<file path="src/rtl/core/fttc_pkg.sv">
package fttc_pkg;

    localparam int MAX_FRAME_DIM = 2048;

    // Raster position counters run up to twice the largest frame dimension.
    localparam int POS_W      = $clog2(2 * MAX_FRAME_DIM);
    localparam int DIM_W      = 12;
    localparam int PCT_W      = 7;
    localparam int AGE_W      = 16;
    localparam int ID_W       = 16;
    localparam int XY_W       = 11;
    localparam int CNT_W      = 23;
    localparam int CFG_IDX_W  = 3;
    localparam int CFG_DATA_W = 16;

    // Squared distance of two 11-bit points fits 23 bits; the root unit eats two bits a step.
    localparam int SQ_W       = 2 * XY_W + 2;
    localparam int ROOT_W     = SQ_W / 2;
    localparam int RAD_W      = ROOT_W;
    localparam int EDGE_W     = XY_W + 2;
    localparam int BND_W      = EDGE_W + 1;
    localparam int PROD_W     = CNT_W + PCT_W;

    localparam int QUEUE_DEPTH = 4;
    localparam int QPTR_W      = $clog2(QUEUE_DEPTH);

    localparam logic [CNT_W-1:0] COUNT_MAX  = '1;
    localparam logic [POS_W-1:0] ROW_MAX    = POS_W'(2 * MAX_FRAME_DIM - 1);
    localparam logic [RAD_W-1:0] RADIUS_PAD = RAD_W'(7);
    localparam logic [PCT_W-1:0] PCT_SCALE  = PCT_W'(100);
    localparam logic [ID_W-1:0]  ID_NONE    = '1;

    localparam logic CMD_TIP   = 1'b0;
    localparam logic CMD_PIXEL = 1'b1;

    localparam logic [CFG_IDX_W-1:0] REG_FRAME_WIDTH  = CFG_IDX_W'(0);
    localparam logic [CFG_IDX_W-1:0] REG_FRAME_HEIGHT = CFG_IDX_W'(1);
    localparam logic [CFG_IDX_W-1:0] REG_TOUCH_PCT    = CFG_IDX_W'(2);
    localparam logic [CFG_IDX_W-1:0] REG_HOVER_PCT    = CFG_IDX_W'(3);
    localparam logic [CFG_IDX_W-1:0] REG_MIN_AGE      = CFG_IDX_W'(4);

    localparam logic [DIM_W-1:0] FRAME_WIDTH_RST  = DIM_W'(640);
    localparam logic [DIM_W-1:0] FRAME_HEIGHT_RST = DIM_W'(480);
    localparam logic [PCT_W-1:0] TOUCH_PCT_RST    = PCT_W'(20);
    localparam logic [PCT_W-1:0] HOVER_PCT_RST    = PCT_W'(30);
    localparam logic [AGE_W-1:0] MIN_AGE_RST      = AGE_W'(5);

    typedef enum logic [1:0] {
        ACT_NONE  = 2'd0,
        ACT_HOVER = 2'd1,
        ACT_TOUCH = 2'd2
    } t_action;

    typedef enum logic [5:0] {
        ST_RUN     = 6'b000001,
        ST_SQUARE  = 6'b000010,
        ST_SUM     = 6'b000100,
        ST_ROOT    = 6'b001000,
        ST_PRODUCT = 6'b010000,
        ST_FINISH  = 6'b100000
    } t_back_state;

    typedef struct packed {
        logic [DIM_W-1:0] frame_width;
        logic [DIM_W-1:0] frame_height;
        logic [PCT_W-1:0] touch_pct;
        logic [PCT_W-1:0] hover_pct;
        logic [AGE_W-1:0] min_age;
    } t_cfg;

    typedef struct packed {
        logic             load;
        logic [AGE_W-1:0] value;
    } t_age_load;

    typedef struct packed {
        logic             is_pixel;
        logic [ID_W-1:0]  tip_id;
        logic [AGE_W-1:0] tip_age;
        logic [XY_W-1:0]  tip_x;
        logic [XY_W-1:0]  tip_y;
        logic [XY_W-1:0]  cent_x;
        logic [XY_W-1:0]  cent_y;
        logic [XY_W-1:0]  dx_abs;
        logic [XY_W-1:0]  dy_abs;
        logic             shadow_bit;
        logic             fore_bit;
        logic             frame_end;
    } t_op;

    typedef struct packed {
        logic  valid;
        t_op   op;
    } t_op_link;

    typedef struct packed {
        t_action          action;
        logic [XY_W-1:0]  point_x;
        logic [XY_W-1:0]  point_y;
        logic [CNT_W-1:0] shadow_total;
        logic [CNT_W-1:0] fore_total;
    } t_result;

endpackage

</file>
<file path="src/rtl/core/fingertip_touch_classifier_core.sv">
// Fingertip touch classifier. Words enter through a four-word queue: fingertip
// words first, then one pixel word per mask pixel in raster order, the last
// with frame_end set, which yields one result word with touch, hover or none.
// Pixel words are handled at one per clock while the back end is in its run
// state. A fingertip word that becomes the chosen tip holds the back end for
// squaring, a 12-step integer square root for the region radius, then the
// region edges; one that is not chosen is popped in the run state. A frame-end
// word holds it for the products and the exact ratio compare, longer while the
// previous result is not popped. The block needs no clearing pass after reset.
// Configuration writes are taken at any clock edge with i_cfg_we high and must
// only be issued while no word is in flight.
module fingertip_touch_classifier_core (
    input  logic                             i_clk,
    input  logic                             i_rst_n,
    input  logic                             push,
    output logic                             full,
    input  logic                             i_cmd,
    input  logic [fttc_pkg::ID_W-1:0]        i_tip_id,
    input  logic [fttc_pkg::AGE_W-1:0]       i_tip_age,
    input  logic [fttc_pkg::XY_W-1:0]        i_tip_x,
    input  logic [fttc_pkg::XY_W-1:0]        i_tip_y,
    input  logic [fttc_pkg::XY_W-1:0]        i_centroid_x,
    input  logic [fttc_pkg::XY_W-1:0]        i_centroid_y,
    input  logic                             i_shadow_bit,
    input  logic                             i_fore_bit,
    input  logic                             i_frame_end,
    output logic                             empty,
    input  logic                             pop,
    output logic [1:0]                       o_action,
    output logic [fttc_pkg::XY_W-1:0]        o_point_x,
    output logic [fttc_pkg::XY_W-1:0]        o_point_y,
    output logic [fttc_pkg::CNT_W-1:0]       o_shadow_total,
    output logic [fttc_pkg::CNT_W-1:0]       o_fore_total,
    input  logic                             i_cfg_we,
    input  logic [fttc_pkg::CFG_IDX_W-1:0]   i_cfg_index,
    input  logic [fttc_pkg::CFG_DATA_W-1:0]  i_cfg_data
);

    fttc_pkg::t_cfg       r_cfg, n_cfg;
    fttc_pkg::t_age_load  w_age_load;
    fttc_pkg::t_op_link   w_link;
    fttc_pkg::t_result    w_res;
    logic                 w_op_pop;
    logic                 w_res_valid;

    always_comb begin
        n_cfg = r_cfg;
        if (i_cfg_we) begin
            unique case (i_cfg_index)
                fttc_pkg::REG_FRAME_WIDTH:  n_cfg.frame_width  = i_cfg_data[fttc_pkg::DIM_W-1:0];
                fttc_pkg::REG_FRAME_HEIGHT: n_cfg.frame_height = i_cfg_data[fttc_pkg::DIM_W-1:0];
                fttc_pkg::REG_TOUCH_PCT:    n_cfg.touch_pct    = i_cfg_data[fttc_pkg::PCT_W-1:0];
                fttc_pkg::REG_HOVER_PCT:    n_cfg.hover_pct    = i_cfg_data[fttc_pkg::PCT_W-1:0];
                fttc_pkg::REG_MIN_AGE:      n_cfg.min_age      = i_cfg_data[fttc_pkg::AGE_W-1:0];
                default: n_cfg = r_cfg;
            endcase
        end
    end

    always_ff @(posedge i_clk) begin
        if (!i_rst_n) begin
            r_cfg.frame_width  <= fttc_pkg::FRAME_WIDTH_RST;
            r_cfg.frame_height <= fttc_pkg::FRAME_HEIGHT_RST;
            r_cfg.touch_pct    <= fttc_pkg::TOUCH_PCT_RST;
            r_cfg.hover_pct    <= fttc_pkg::HOVER_PCT_RST;
            r_cfg.min_age      <= fttc_pkg::MIN_AGE_RST;
        end else begin
            r_cfg <= n_cfg;
        end
    end

    // A new minimum age also restarts the age search when no tip is chosen yet.
    assign w_age_load.load  = i_cfg_we && (i_cfg_index == fttc_pkg::REG_MIN_AGE);
    assign w_age_load.value = i_cfg_data[fttc_pkg::AGE_W-1:0];

    fttc_front u_front (
        .i_clk        (i_clk),
        .i_rst_n      (i_rst_n),
        .i_push       (push),
        .o_full       (full),
        .i_cmd        (i_cmd),
        .i_tip_id     (i_tip_id),
        .i_tip_age    (i_tip_age),
        .i_tip_x      (i_tip_x),
        .i_tip_y      (i_tip_y),
        .i_centroid_x (i_centroid_x),
        .i_centroid_y (i_centroid_y),
        .i_shadow_bit (i_shadow_bit),
        .i_fore_bit   (i_fore_bit),
        .i_frame_end  (i_frame_end),
        .o_link       (w_link),
        .i_pop        (w_op_pop)
    );

    fttc_back u_back (
        .i_clk       (i_clk),
        .i_rst_n     (i_rst_n),
        .i_cfg       (r_cfg),
        .i_age_load  (w_age_load),
        .i_link      (w_link),
        .o_pop       (w_op_pop),
        .o_res       (w_res),
        .o_res_valid (w_res_valid),
        .i_res_pop   (pop)
    );

    assign empty          = !w_res_valid;
    assign o_action       = w_res.action;
    assign o_point_x      = w_res.point_x;
    assign o_point_y      = w_res.point_y;
    assign o_shadow_total = w_res.shadow_total;
    assign o_fore_total   = w_res.fore_total;

endmodule

</file>
<file path="src/rtl/core/fttc_isqrt.sv">
module fttc_isqrt (
    input  logic                       i_clk,
    input  logic                       i_rst_n,
    input  logic                       i_start,
    input  logic [fttc_pkg::SQ_W-1:0]  i_operand,
    output logic                       o_done,
    output logic [fttc_pkg::ROOT_W-1:0] o_root
);

    localparam int STEPS  = fttc_pkg::SQ_W / 2;
    localparam int STEP_W = $clog2(STEPS + 1);
    localparam int REM_W  = fttc_pkg::ROOT_W + 2;

    logic [fttc_pkg::SQ_W-1:0]   r_opnd, n_opnd;
    logic [REM_W-1:0]            r_rem, n_rem;
    logic [fttc_pkg::ROOT_W-1:0] r_root, n_root;
    logic [STEP_W-1:0]           r_steps, n_steps;
    logic                        r_busy, n_busy;
    logic                        r_done, n_done;

    logic [REM_W+1:0] w_rem_sh;
    logic [REM_W+1:0] w_trial;

    // One result bit per step: bring down two operand bits, try 4*root+1.
    assign w_rem_sh = {r_rem, r_opnd[fttc_pkg::SQ_W-1 -: 2]};
    assign w_trial  = (REM_W+2)'({r_root, 2'b01});

    always_comb begin
        n_opnd  = r_opnd;
        n_rem   = r_rem;
        n_root  = r_root;
        n_steps = r_steps;
        n_busy  = r_busy;
        n_done  = 1'b0;
        if (i_start) begin
            n_opnd  = i_operand;
            n_rem   = '0;
            n_root  = '0;
            n_steps = STEP_W'(STEPS);
            n_busy  = 1'b1;
        end else if (r_busy) begin
            n_opnd  = {r_opnd[fttc_pkg::SQ_W-3:0], 2'b00};
            n_steps = r_steps - STEP_W'(1);
            if (w_rem_sh >= w_trial) begin
                n_rem  = REM_W'(w_rem_sh - w_trial);
                n_root = {r_root[fttc_pkg::ROOT_W-2:0], 1'b1};
            end else begin
                n_rem  = REM_W'(w_rem_sh);
                n_root = {r_root[fttc_pkg::ROOT_W-2:0], 1'b0};
            end
            if (r_steps == STEP_W'(1)) begin
                n_busy = 1'b0;
                n_done = 1'b1;
            end
        end
    end

    always_ff @(posedge i_clk) begin
        if (!i_rst_n) begin
            r_busy  <= 1'b0;
            r_done  <= 1'b0;
            r_steps <= '0;
        end else begin
            r_busy  <= n_busy;
            r_done  <= n_done;
            r_steps <= n_steps;
        end
    end

    always_ff @(posedge i_clk) begin
        r_opnd <= n_opnd;
        r_rem  <= n_rem;
        r_root <= n_root;
    end

    assign o_done = r_done;
    assign o_root = r_root;

endmodule

</file>
<file path="src/rtl/core/fttc_front.sv">
module fttc_front (
    input  logic                        i_clk,
    input  logic                        i_rst_n,
    input  logic                        i_push,
    output logic                        o_full,
    input  logic                        i_cmd,
    input  logic [fttc_pkg::ID_W-1:0]   i_tip_id,
    input  logic [fttc_pkg::AGE_W-1:0]  i_tip_age,
    input  logic [fttc_pkg::XY_W-1:0]   i_tip_x,
    input  logic [fttc_pkg::XY_W-1:0]   i_tip_y,
    input  logic [fttc_pkg::XY_W-1:0]   i_centroid_x,
    input  logic [fttc_pkg::XY_W-1:0]   i_centroid_y,
    input  logic                        i_shadow_bit,
    input  logic                        i_fore_bit,
    input  logic                        i_frame_end,
    output fttc_pkg::t_op_link          o_link,
    input  logic                        i_pop
);

    fttc_pkg::t_op                    r_mem [fttc_pkg::QUEUE_DEPTH];
    logic [fttc_pkg::QPTR_W-1:0]      r_wr_ptr, n_wr_ptr;
    logic [fttc_pkg::QPTR_W-1:0]      r_rd_ptr, n_rd_ptr;
    logic [fttc_pkg::QPTR_W:0]        r_count, n_count;

    fttc_pkg::t_op w_op;
    logic          w_accept;
    logic          w_take;

    // Sort the word by kind and have the distance magnitudes ready for the squarers.
    always_comb begin
        w_op            = '0;
        w_op.is_pixel   = (i_cmd == fttc_pkg::CMD_PIXEL);
        w_op.tip_id     = i_tip_id;
        w_op.tip_age    = i_tip_age;
        w_op.tip_x      = i_tip_x;
        w_op.tip_y      = i_tip_y;
        w_op.cent_x     = i_centroid_x;
        w_op.cent_y     = i_centroid_y;
        w_op.dx_abs     = (i_centroid_x >= i_tip_x) ? i_centroid_x - i_tip_x
                                                    : i_tip_x - i_centroid_x;
        w_op.dy_abs     = (i_centroid_y >= i_tip_y) ? i_centroid_y - i_tip_y
                                                    : i_tip_y - i_centroid_y;
        w_op.shadow_bit = i_shadow_bit;
        w_op.fore_bit   = i_fore_bit;
        w_op.frame_end  = i_frame_end;
    end

    assign o_full   = (r_count == (fttc_pkg::QPTR_W+1)'(fttc_pkg::QUEUE_DEPTH));
    assign w_accept = i_push && !o_full;
    assign w_take   = i_pop && (r_count != '0);

    always_comb begin
        n_wr_ptr = w_accept ? r_wr_ptr + fttc_pkg::QPTR_W'(1) : r_wr_ptr;
        n_rd_ptr = w_take ? r_rd_ptr + fttc_pkg::QPTR_W'(1) : r_rd_ptr;
        n_count  = r_count;
        if (w_accept && !w_take) begin
            n_count = r_count + (fttc_pkg::QPTR_W+1)'(1);
        end else if (!w_accept && w_take) begin
            n_count = r_count - (fttc_pkg::QPTR_W+1)'(1);
        end
    end

    always_ff @(posedge i_clk) begin
        if (!i_rst_n) begin
            r_wr_ptr <= '0;
            r_rd_ptr <= '0;
            r_count  <= '0;
        end else begin
            r_wr_ptr <= n_wr_ptr;
            r_rd_ptr <= n_rd_ptr;
            r_count  <= n_count;
        end
    end

    always_ff @(posedge i_clk) begin
        if (w_accept) begin
            r_mem[r_wr_ptr] <= w_op;
        end
    end

    assign o_link.valid = (r_count != '0);
    assign o_link.op    = r_mem[r_rd_ptr];

endmodule

</file>
<file path="src/rtl/core/fttc_back.sv">
module fttc_back (
    input  logic                  i_clk,
    input  logic                  i_rst_n,
    input  fttc_pkg::t_cfg        i_cfg,
    input  fttc_pkg::t_age_load   i_age_load,
    input  fttc_pkg::t_op_link    i_link,
    output logic                  o_pop,
    output fttc_pkg::t_result     o_res,
    output logic                  o_res_valid,
    input  logic                  i_res_pop
);

    fttc_pkg::t_back_state r_state, n_state;

    logic [fttc_pkg::ID_W-1:0]      r_remembered_id, n_remembered_id;
    logic [fttc_pkg::ID_W-1:0]      r_chosen_id, n_chosen_id;
    logic                           r_choice_valid, n_choice_valid;
    logic                           r_locked, n_locked;
    logic [fttc_pkg::AGE_W-1:0]     r_best_age, n_best_age;
    logic [fttc_pkg::XY_W-1:0]      r_tip_x, n_tip_x;
    logic [fttc_pkg::XY_W-1:0]      r_tip_y, n_tip_y;
    logic [fttc_pkg::XY_W-1:0]      r_cent_x, n_cent_x;
    logic [fttc_pkg::XY_W-1:0]      r_cent_y, n_cent_y;
    logic [fttc_pkg::XY_W-1:0]      r_dx, n_dx;
    logic [fttc_pkg::XY_W-1:0]      r_dy, n_dy;
    logic [2*fttc_pkg::XY_W-1:0]    r_sq_x, n_sq_x;
    logic [2*fttc_pkg::XY_W-1:0]    r_sq_y, n_sq_y;
    logic [fttc_pkg::XY_W-1:0]      r_left, n_left;
    logic [fttc_pkg::XY_W-1:0]      r_top, n_top;
    logic [fttc_pkg::EDGE_W-1:0]    r_right, n_right;
    logic [fttc_pkg::EDGE_W-1:0]    r_bottom, n_bottom;
    logic [fttc_pkg::POS_W-1:0]     r_col, n_col;
    logic [fttc_pkg::POS_W-1:0]     r_row, n_row;
    logic [fttc_pkg::CNT_W-1:0]     r_shadow, n_shadow;
    logic [fttc_pkg::CNT_W-1:0]     r_fore, n_fore;
    logic [fttc_pkg::PROD_W-1:0]    r_s100, n_s100;
    logic [fttc_pkg::PROD_W-1:0]    r_tf, n_tf;
    logic [fttc_pkg::PROD_W-1:0]    r_hf, n_hf;
    fttc_pkg::t_result              r_res, n_res;
    logic                           r_res_valid, n_res_valid;

    logic                           w_root_start;
    logic [fttc_pkg::SQ_W-1:0]      w_sq_sum;
    logic                           w_root_done;
    logic [fttc_pkg::ROOT_W-1:0]    w_root;
    logic [fttc_pkg::RAD_W-1:0]     w_radius;
    logic signed [fttc_pkg::BND_W-1:0] w_left_d, w_top_d;
    logic signed [fttc_pkg::BND_W-1:0] w_lim_x, w_lim_y, w_hx, w_hy;
    logic signed [fttc_pkg::BND_W-1:0] w_col_s, w_row_s;
    logic signed [fttc_pkg::BND_W-1:0] w_right_s, w_bottom_s;
    logic                           w_in_region;
    logic [fttc_pkg::POS_W:0]       w_col_inc;
    logic                           w_take;
    fttc_pkg::t_action              w_action;

    assign w_sq_sum = fttc_pkg::SQ_W'(r_sq_x) + fttc_pkg::SQ_W'(r_sq_y);

    fttc_isqrt u_isqrt (
        .i_clk     (i_clk),
        .i_rst_n   (i_rst_n),
        .i_start   (w_root_start),
        .i_operand (w_sq_sum),
        .o_done    (w_root_done),
        .o_root    (w_root)
    );

    assign w_radius = w_root + fttc_pkg::RADIUS_PAD;
    assign w_left_d = $signed(fttc_pkg::BND_W'(r_cent_x)) - $signed(fttc_pkg::BND_W'(w_radius));
    assign w_top_d  = $signed(fttc_pkg::BND_W'(r_cent_y)) - $signed(fttc_pkg::BND_W'(w_radius));

    // The upper edge is clipped to two short of the frame size, which may go negative.
    assign w_lim_x    = $signed(fttc_pkg::BND_W'(i_cfg.frame_width))
                        - $signed(fttc_pkg::BND_W'(2));
    assign w_lim_y    = $signed(fttc_pkg::BND_W'(i_cfg.frame_height))
                        - $signed(fttc_pkg::BND_W'(2));
    assign w_right_s  = $signed(fttc_pkg::BND_W'(r_right));
    assign w_bottom_s = $signed(fttc_pkg::BND_W'(r_bottom));
    assign w_hx       = (w_right_s < w_lim_x) ? w_right_s : w_lim_x;
    assign w_hy       = (w_bottom_s < w_lim_y) ? w_bottom_s : w_lim_y;
    assign w_col_s    = $signed(fttc_pkg::BND_W'(r_col));
    assign w_row_s    = $signed(fttc_pkg::BND_W'(r_row));

    assign w_in_region = r_choice_valid
                         && (w_col_s >= $signed(fttc_pkg::BND_W'(r_left))) && (w_col_s < w_hx)
                         && (w_row_s >= $signed(fttc_pkg::BND_W'(r_top))) && (w_row_s < w_hy);

    assign w_col_inc = (fttc_pkg::POS_W+1)'(r_col) + (fttc_pkg::POS_W+1)'(1);

    always_comb begin
        w_action = fttc_pkg::ACT_NONE;
        if (r_choice_valid && (r_fore != '0)) begin
            if (r_s100 <= r_tf) begin
                w_action = fttc_pkg::ACT_TOUCH;
            end else if (r_s100 <= r_hf) begin
                w_action = fttc_pkg::ACT_HOVER;
            end
        end
    end

    always_comb begin
        n_state         = r_state;
        n_remembered_id = r_remembered_id;
        n_chosen_id     = r_chosen_id;
        n_choice_valid  = r_choice_valid;
        n_locked        = r_locked;
        n_best_age      = r_best_age;
        n_tip_x         = r_tip_x;
        n_tip_y         = r_tip_y;
        n_cent_x        = r_cent_x;
        n_cent_y        = r_cent_y;
        n_dx            = r_dx;
        n_dy            = r_dy;
        n_sq_x          = r_sq_x;
        n_sq_y          = r_sq_y;
        n_left          = r_left;
        n_top           = r_top;
        n_right         = r_right;
        n_bottom        = r_bottom;
        n_col           = r_col;
        n_row           = r_row;
        n_shadow        = r_shadow;
        n_fore          = r_fore;
        n_s100          = r_s100;
        n_tf            = r_tf;
        n_hf            = r_hf;
        n_res           = r_res;
        n_res_valid     = r_res_valid;
        o_pop           = 1'b0;
        w_root_start    = 1'b0;
        w_take          = 1'b0;

        if (r_res_valid && i_res_pop) begin
            n_res_valid = 1'b0;
        end

        unique case (r_state)
            fttc_pkg::ST_RUN: begin
                if (i_link.valid) begin
                    o_pop = 1'b1;
                    if (i_link.op.is_pixel) begin
                        if (w_in_region) begin
                            if (i_link.op.shadow_bit && (r_shadow != fttc_pkg::COUNT_MAX)) begin
                                n_shadow = r_shadow + fttc_pkg::CNT_W'(1);
                            end
                            if (i_link.op.fore_bit && (r_fore != fttc_pkg::COUNT_MAX)) begin
                                n_fore = r_fore + fttc_pkg::CNT_W'(1);
                            end
                        end
                        if (w_col_inc >= (fttc_pkg::POS_W+1)'(i_cfg.frame_width)) begin
                            n_col = '0;
                            if (r_row != fttc_pkg::ROW_MAX) begin
                                n_row = r_row + fttc_pkg::POS_W'(1);
                            end
                        end else begin
                            n_col = w_col_inc[fttc_pkg::POS_W-1:0];
                        end
                        if (i_link.op.frame_end) begin
                            n_state = fttc_pkg::ST_PRODUCT;
                        end
                    end else if (!r_locked) begin
                        // The tip chosen last frame wins outright and locks the search.
                        if (i_link.op.tip_id == r_remembered_id) begin
                            w_take   = 1'b1;
                            n_locked = 1'b1;
                        end else if (i_link.op.tip_age >= r_best_age) begin
                            w_take     = 1'b1;
                            n_best_age = i_link.op.tip_age;
                        end
                        if (w_take) begin
                            n_choice_valid = 1'b1;
                            n_chosen_id    = i_link.op.tip_id;
                            n_tip_x        = i_link.op.tip_x;
                            n_tip_y        = i_link.op.tip_y;
                            n_cent_x       = i_link.op.cent_x;
                            n_cent_y       = i_link.op.cent_y;
                            n_dx           = i_link.op.dx_abs;
                            n_dy           = i_link.op.dy_abs;
                            n_state        = fttc_pkg::ST_SQUARE;
                        end
                    end
                end
            end
            fttc_pkg::ST_SQUARE: begin
                n_sq_x  = r_dx * r_dx;
                n_sq_y  = r_dy * r_dy;
                n_state = fttc_pkg::ST_SUM;
            end
            fttc_pkg::ST_SUM: begin
                w_root_start = 1'b1;
                n_state      = fttc_pkg::ST_ROOT;
            end
            fttc_pkg::ST_ROOT: begin
                if (w_root_done) begin
                    n_left   = w_left_d[fttc_pkg::BND_W-1] ? '0 : w_left_d[fttc_pkg::XY_W-1:0];
                    n_top    = w_top_d[fttc_pkg::BND_W-1] ? '0 : w_top_d[fttc_pkg::XY_W-1:0];
                    n_right  = fttc_pkg::EDGE_W'(r_cent_x) + fttc_pkg::EDGE_W'(w_radius);
                    n_bottom = fttc_pkg::EDGE_W'(r_cent_y) + fttc_pkg::EDGE_W'(w_radius);
                    n_state  = fttc_pkg::ST_RUN;
                end
            end
            fttc_pkg::ST_PRODUCT: begin
                n_s100  = fttc_pkg::PROD_W'(r_shadow) * fttc_pkg::PROD_W'(fttc_pkg::PCT_SCALE);
                n_tf    = fttc_pkg::PROD_W'(r_fore) * fttc_pkg::PROD_W'(i_cfg.touch_pct);
                n_hf    = fttc_pkg::PROD_W'(r_fore) * fttc_pkg::PROD_W'(i_cfg.hover_pct);
                n_state = fttc_pkg::ST_FINISH;
            end
            fttc_pkg::ST_FINISH: begin
                if (!r_res_valid || i_res_pop) begin
                    n_res.action       = w_action;
                    n_res.point_x      = (w_action != fttc_pkg::ACT_NONE) ? r_tip_x : '0;
                    n_res.point_y      = (w_action != fttc_pkg::ACT_NONE) ? r_tip_y : '0;
                    n_res.shadow_total = r_shadow;
                    n_res.fore_total   = r_fore;
                    n_res_valid        = 1'b1;
                    if (r_choice_valid) begin
                        n_remembered_id = r_chosen_id;
                    end
                    n_choice_valid = 1'b0;
                    n_locked       = 1'b0;
                    n_best_age     = i_cfg.min_age;
                    n_col          = '0;
                    n_row          = '0;
                    n_shadow       = '0;
                    n_fore         = '0;
                    n_state        = fttc_pkg::ST_RUN;
                end
            end
            default: begin
                n_state = fttc_pkg::ST_RUN;
            end
        endcase

        if (i_age_load.load && !r_choice_valid) begin
            n_best_age = i_age_load.value;
        end
    end

    always_ff @(posedge i_clk) begin
        if (!i_rst_n) begin
            r_state         <= fttc_pkg::ST_RUN;
            r_remembered_id <= fttc_pkg::ID_NONE;
            r_chosen_id     <= fttc_pkg::ID_NONE;
            r_choice_valid  <= 1'b0;
            r_locked        <= 1'b0;
            r_best_age      <= fttc_pkg::MIN_AGE_RST;
            r_col           <= '0;
            r_row           <= '0;
            r_shadow        <= '0;
            r_fore          <= '0;
            r_res_valid     <= 1'b0;
        end else begin
            r_state         <= n_state;
            r_remembered_id <= n_remembered_id;
            r_chosen_id     <= n_chosen_id;
            r_choice_valid  <= n_choice_valid;
            r_locked        <= n_locked;
            r_best_age      <= n_best_age;
            r_col           <= n_col;
            r_row           <= n_row;
            r_shadow        <= n_shadow;
            r_fore          <= n_fore;
            r_res_valid     <= n_res_valid;
        end
    end

    always_ff @(posedge i_clk) begin
        r_tip_x  <= n_tip_x;
        r_tip_y  <= n_tip_y;
        r_cent_x <= n_cent_x;
        r_cent_y <= n_cent_y;
        r_dx     <= n_dx;
        r_dy     <= n_dy;
        r_sq_x   <= n_sq_x;
        r_sq_y   <= n_sq_y;
        r_left   <= n_left;
        r_top    <= n_top;
        r_right  <= n_right;
        r_bottom <= n_bottom;
        r_s100   <= n_s100;
        r_tf     <= n_tf;
        r_hf     <= n_hf;
        r_res    <= n_res;
    end

    assign o_res       = r_res;
    assign o_res_valid = r_res_valid;

endmodule

</file>
<file path="config.mk">
export PLATFORM = sky130hd
export DESIGN_NAME = fingertip_touch_classifier_core
export DESIGN_NICKNAME = d
export VERILOG_FILES = /design/src/rtl/core/fttc_pkg.sv /design/src/rtl/core/fingertip_touch_classifier_core.sv /design/src/rtl/core/fttc_isqrt.sv /design/src/rtl/core/fttc_front.sv /design/src/rtl/core/fttc_back.sv
export SDC_FILE = /design/constraint.sdc
export NUM_CORES = 2
export LEC_CHECK = 0
export ABC_AREA = 1
export BUFFER_PORTS_ARGS = -buffer_cell sky130_fd_sc_hd__buf_2
export CORE_MARGIN = 2
export CORE_UTILIZATION = 45
export DETAILED_ROUTE_END_ITERATION = 12
export GPL_TIMING_DRIVEN = 0
export PLACE_DENSITY = 0.67
export SETUP_SLACK_MARGIN = 0.3
export SYNTH_ARGS = -nofsm -noshare
export SYNTH_HDL_FRONTEND = slang
export SYNTH_HIERARCHICAL = 1
export SYNTH_SLANG_ARGS = --single-unit
</file>
<file path="constraint.sdc">
create_clock -name i_clk -period 12.1 [get_ports i_clk]
set_input_delay 0.605 -clock i_clk [delete_from_list [all_inputs] [get_ports i_clk]]
set_output_delay 0.605 -clock i_clk [all_outputs]
set_load 0.05 [all_outputs]
</file>
==> results.cfg <==
[run_status]
status = completed

[layout]
area_growth_pct = 11.2
fin_nets = 8617
final_cell_area_mm2 = 0.0735
final_core_util = 0.504
fillerInstances = 13505
drive_gt1_frac = 0.0742
final_common_cell = nand2_1
final_cell_mix = nand2_1, inv_1, edfxtp_1

[place]
dp_hpwl_mm = 138
detailedPlace.worstSlack_ps = 5940
placed_area_mm2 = 0.0700
portBuffers = 175
gp_congestion = 0.958

[critical_path]
r2r_start = u_back/r_fore[0]$_SDFFE_PN0P_
max_stage_delay_ps = 580
crit_slowest_cell = buf_1
start_kind = register
reg2reg_depth = 18
worstPathRequired_ps = 12560
r2r-end = u_back/r_hf[22]$_DFFE_PP_
worst_ep_arrival_time_ps = 6760
reg2reg_setup_slack_ps = 5800
critPathKind = register to register
crit_fanout = 10
path_cells = buf_2 > buf_1 > nand2_1 > fa_1 > fa_1 > fa_1 > inv_1 > fa_1 > ha_1 > nand2_1 > o21ai_0 > a21o_1 > nand2_1 > nand2_1 > a21oi_1 > o21ai_0 > a21oi_1 > xnor2_1
cp-end-kind = register

[sta]
layout_setup_ws_ps = 5800
final_max_slew_viol_count = 0
rsz0062_at_grt = false
slew_headroom = 0.134
hold_viol_final = 0
finalCritPeriodShare = 0.521
finClkSkew_ps = 82.6
min_period_ps = 6300
finalSetupViolations = 0
tightest_slew_ps = 1290
max_freq_mhz = 159

[hold_path]
hp-class = primary input to register
hold_end = u_front/r_mem[2][94]$_DFFE_PP_
hold_start = i_tip_id[9]
holdPathStages = 1

[routing]
wirelength_mm = 178
final_antenna_net_count = 0
drt-initial-drc-count = 4057
viasPerCell = 5.27
drc = 0
dr.pass1.iters = 7
dr_total_vias = 50610
wl_per_cell_um = 18.5

[clock_network]
cts_max_path_buffers = 3
post_cts_resized = 0
cts_made_buffers = 103
worstSkewPairLatency_ps = 740
post-cts-setup-buffers = 0
cts_htree_levels = 3
cts_sinks = 968
cts-hold-fix-buffers = 0
cts_tree = built
clock-root-buffer = clkbuf_16
clk_pin_slew_ps = 60

[synthesis]
syn_area_per_cell_um2 = 9.08
ys.warnings.count = 6
netlist_area_mm2 = 0.0661
synthArstFlopShare = 0
synth_edf_count = 746
yosysSeqAreaShare = 0.406
synth-main-ff-cell = edfxtp_1
postSynthNetCount = 8301
synthCells = 7276
synth_cell_types = 70
synth_seq_cells = 968

[floorplan]
ios = 176
fp.dieW_um = 387
initial_core_util = 0.453
die_area_mm2 = 0.150
rows = 140
die_h_um = 387
core_region_area_mm2 = 0.146

[pwr]
peakVddDrop_mv = 0.501
p_per_area_mw_per_mm2 = 245
p_leak_nw = 34.5

[global_routing]
antenna_found_initial = 17
grt_pass1_wl_mm = 279
first_global_vias = 49929
gr-total-overflow = 0
track_usage = 0.236
grt_start_max_net_pins = 67

[run]
maxCapViolCount = 0
[through the flow]
step	std cells	setup TNS [ps]	total power [W]	hold slack [ps]
floorplan	7276	0	0.0123	403
global placement	9368	-90140	0.0147	413
detailed placement	9404	0	0.0148	415
CTS	9596	0	0.0181	21.6
global route	9601	0	0.0197	42.4
finish	9607	0	0.0180	73.7
[synth_stat cells (3+ instances only)]
master    instances  area [µm²]
a211oi_1          6        45.0
a21boi_0         26         195
a21o_1           16         120
a21oi_1         387        1940
a31oi_1          22         138
and2_1            3        18.8
buf_1            26        97.6
buf_2            50         250
buf_4            30         225
buf_6            15         169
clkbuf_1        145         544
dfxtp_1         222        4440
edfxtp_1        746       22400
fa_1            361        7230
ha_1            560        7010
inv_1          1115        4190
inv_2            15        56.3
nand2_1        1522        5710
nand2_2          18         113
nand2_4          11         124
nand3_1         288        1440
nand3_2           4        40.0
nand3b_1         12        90.1
nand4_1          76         475
nor2_1          581        2180
nor2_2           17         106
nor2_4            8        90.1
nor3_1           52         260
nor3b_1           8        60.1
nor4_1           37         231
o211ai_1         39         293
o21a_1            7        52.6
o21ai_0         362        1810
o21ai_1          20         100
o21ai_2           4        35.0
o21bai_1         15         113
o22ai_1         114         713
o31ai_1           7        52.6
or2_2             8        50.1
xnor2_1          75         657
xor2_1          210        1840
[critical path: cells and delay by family (launching register included)]
kind,cells,cell delay [ps]
fa+ha+maj,5,2490
compound gates,5,1220
buf+inv,3,1070
flops,1,490
xor+xnor,1,380
simple gates,4,370
[where the power goes]
group | internal [W] | switching, W
logic | 0.00372 | 0.00630
clock network | 0.00186 | 0.00136
registers | 0.00454 | 0.000200
total | 0.0101 | 0.00786
[layer usage]
metal,wire [µm],global-route usage,vias up,share of wire
li1,-,-,24478,-
met1,75000,0.311,24367,0.42
met2,85700,0.398,1505,0.48
met3,11500,0.0329,252,0.065
met4,5880,0.0810,8,0.033
met5,48,0,-,0.00027
[area by class of cell]
type | count | area [µm²] | share of cell area
clock inverters | 62 | 713 | 0.00970
repair buffers | 211 | 1430 | 0.0194
inverters | 1132 | 4250 | 0.0579
plain buffers | 267 | 1310 | 0.0178
diodes | 11 | 27.5 | 0.000375
flip-flops and latches | 968 | 26800 | 0.365
multi-input cells | 4909 | 33700 | 0.459
well taps | 1917 | 2400 | 0.0326
clock buffers | 130 | 2780 | 0.0378
[worst max-delay path by stage]
stage                                         from  slack (ps)                             end
finish               u_back/r_fore[0]$_SDFFE_PN0P_        5800       u_back/r_hf[22]$_DFFE_PP_
global route         u_back/r_fore[0]$_SDFFE_PN0P_        5560       u_back/r_hf[22]$_DFFE_PP_
CTS                  u_back/r_fore[0]$_SDFFE_PN0P_        5880       u_back/r_hf[22]$_DFFE_PP_
detailed placement   u_back/r_fore[0]$_SDFFE_PN0P_        5940       u_back/r_hf[22]$_DFFE_PP_
global placement    u_back/r_state[4]$_SDFFE_PN0P_       -1680  u_back/r_state[5]$_SDFFE_PN0P_
floorplan           u_back/r_state[4]$_SDFFE_PN0P_        1930  u_back/r_state[5]$_SDFFE_PN0P_
[sequential cells by signal, summed over array words and instances (netlist names), 14 cells and up, named ones only]
signal and cells:
u_back/u_isqrt/r_opnd 24, u_front/r_mem 408, u_back/r_hf 30, u_back/r_remembered_id 16
u_back/r_sq_x 21, u_back/r_best_age 16, u_back/o_res 70, u_back/r_shadow 23
u_back/u_isqrt/r_rem 14, r_cfg 54, u_back/r_fore 23, u_back/r_tf 30
u_back/r_chosen_id 16, u_back/r_s100 28, u_back/r_sq_y 21
[cells by family after synthesis]
group | share of synthesized area
simple gates | 0.168
buf+inv | 0.0841
compound gates | 0.0877
flops | 0.406
fa+ha+maj | 0.215
xor+xnor | 0.0378
mux | 0.000341
other cells | 0.0000568
Note: power is estimated with default switching activity, not from simulation.
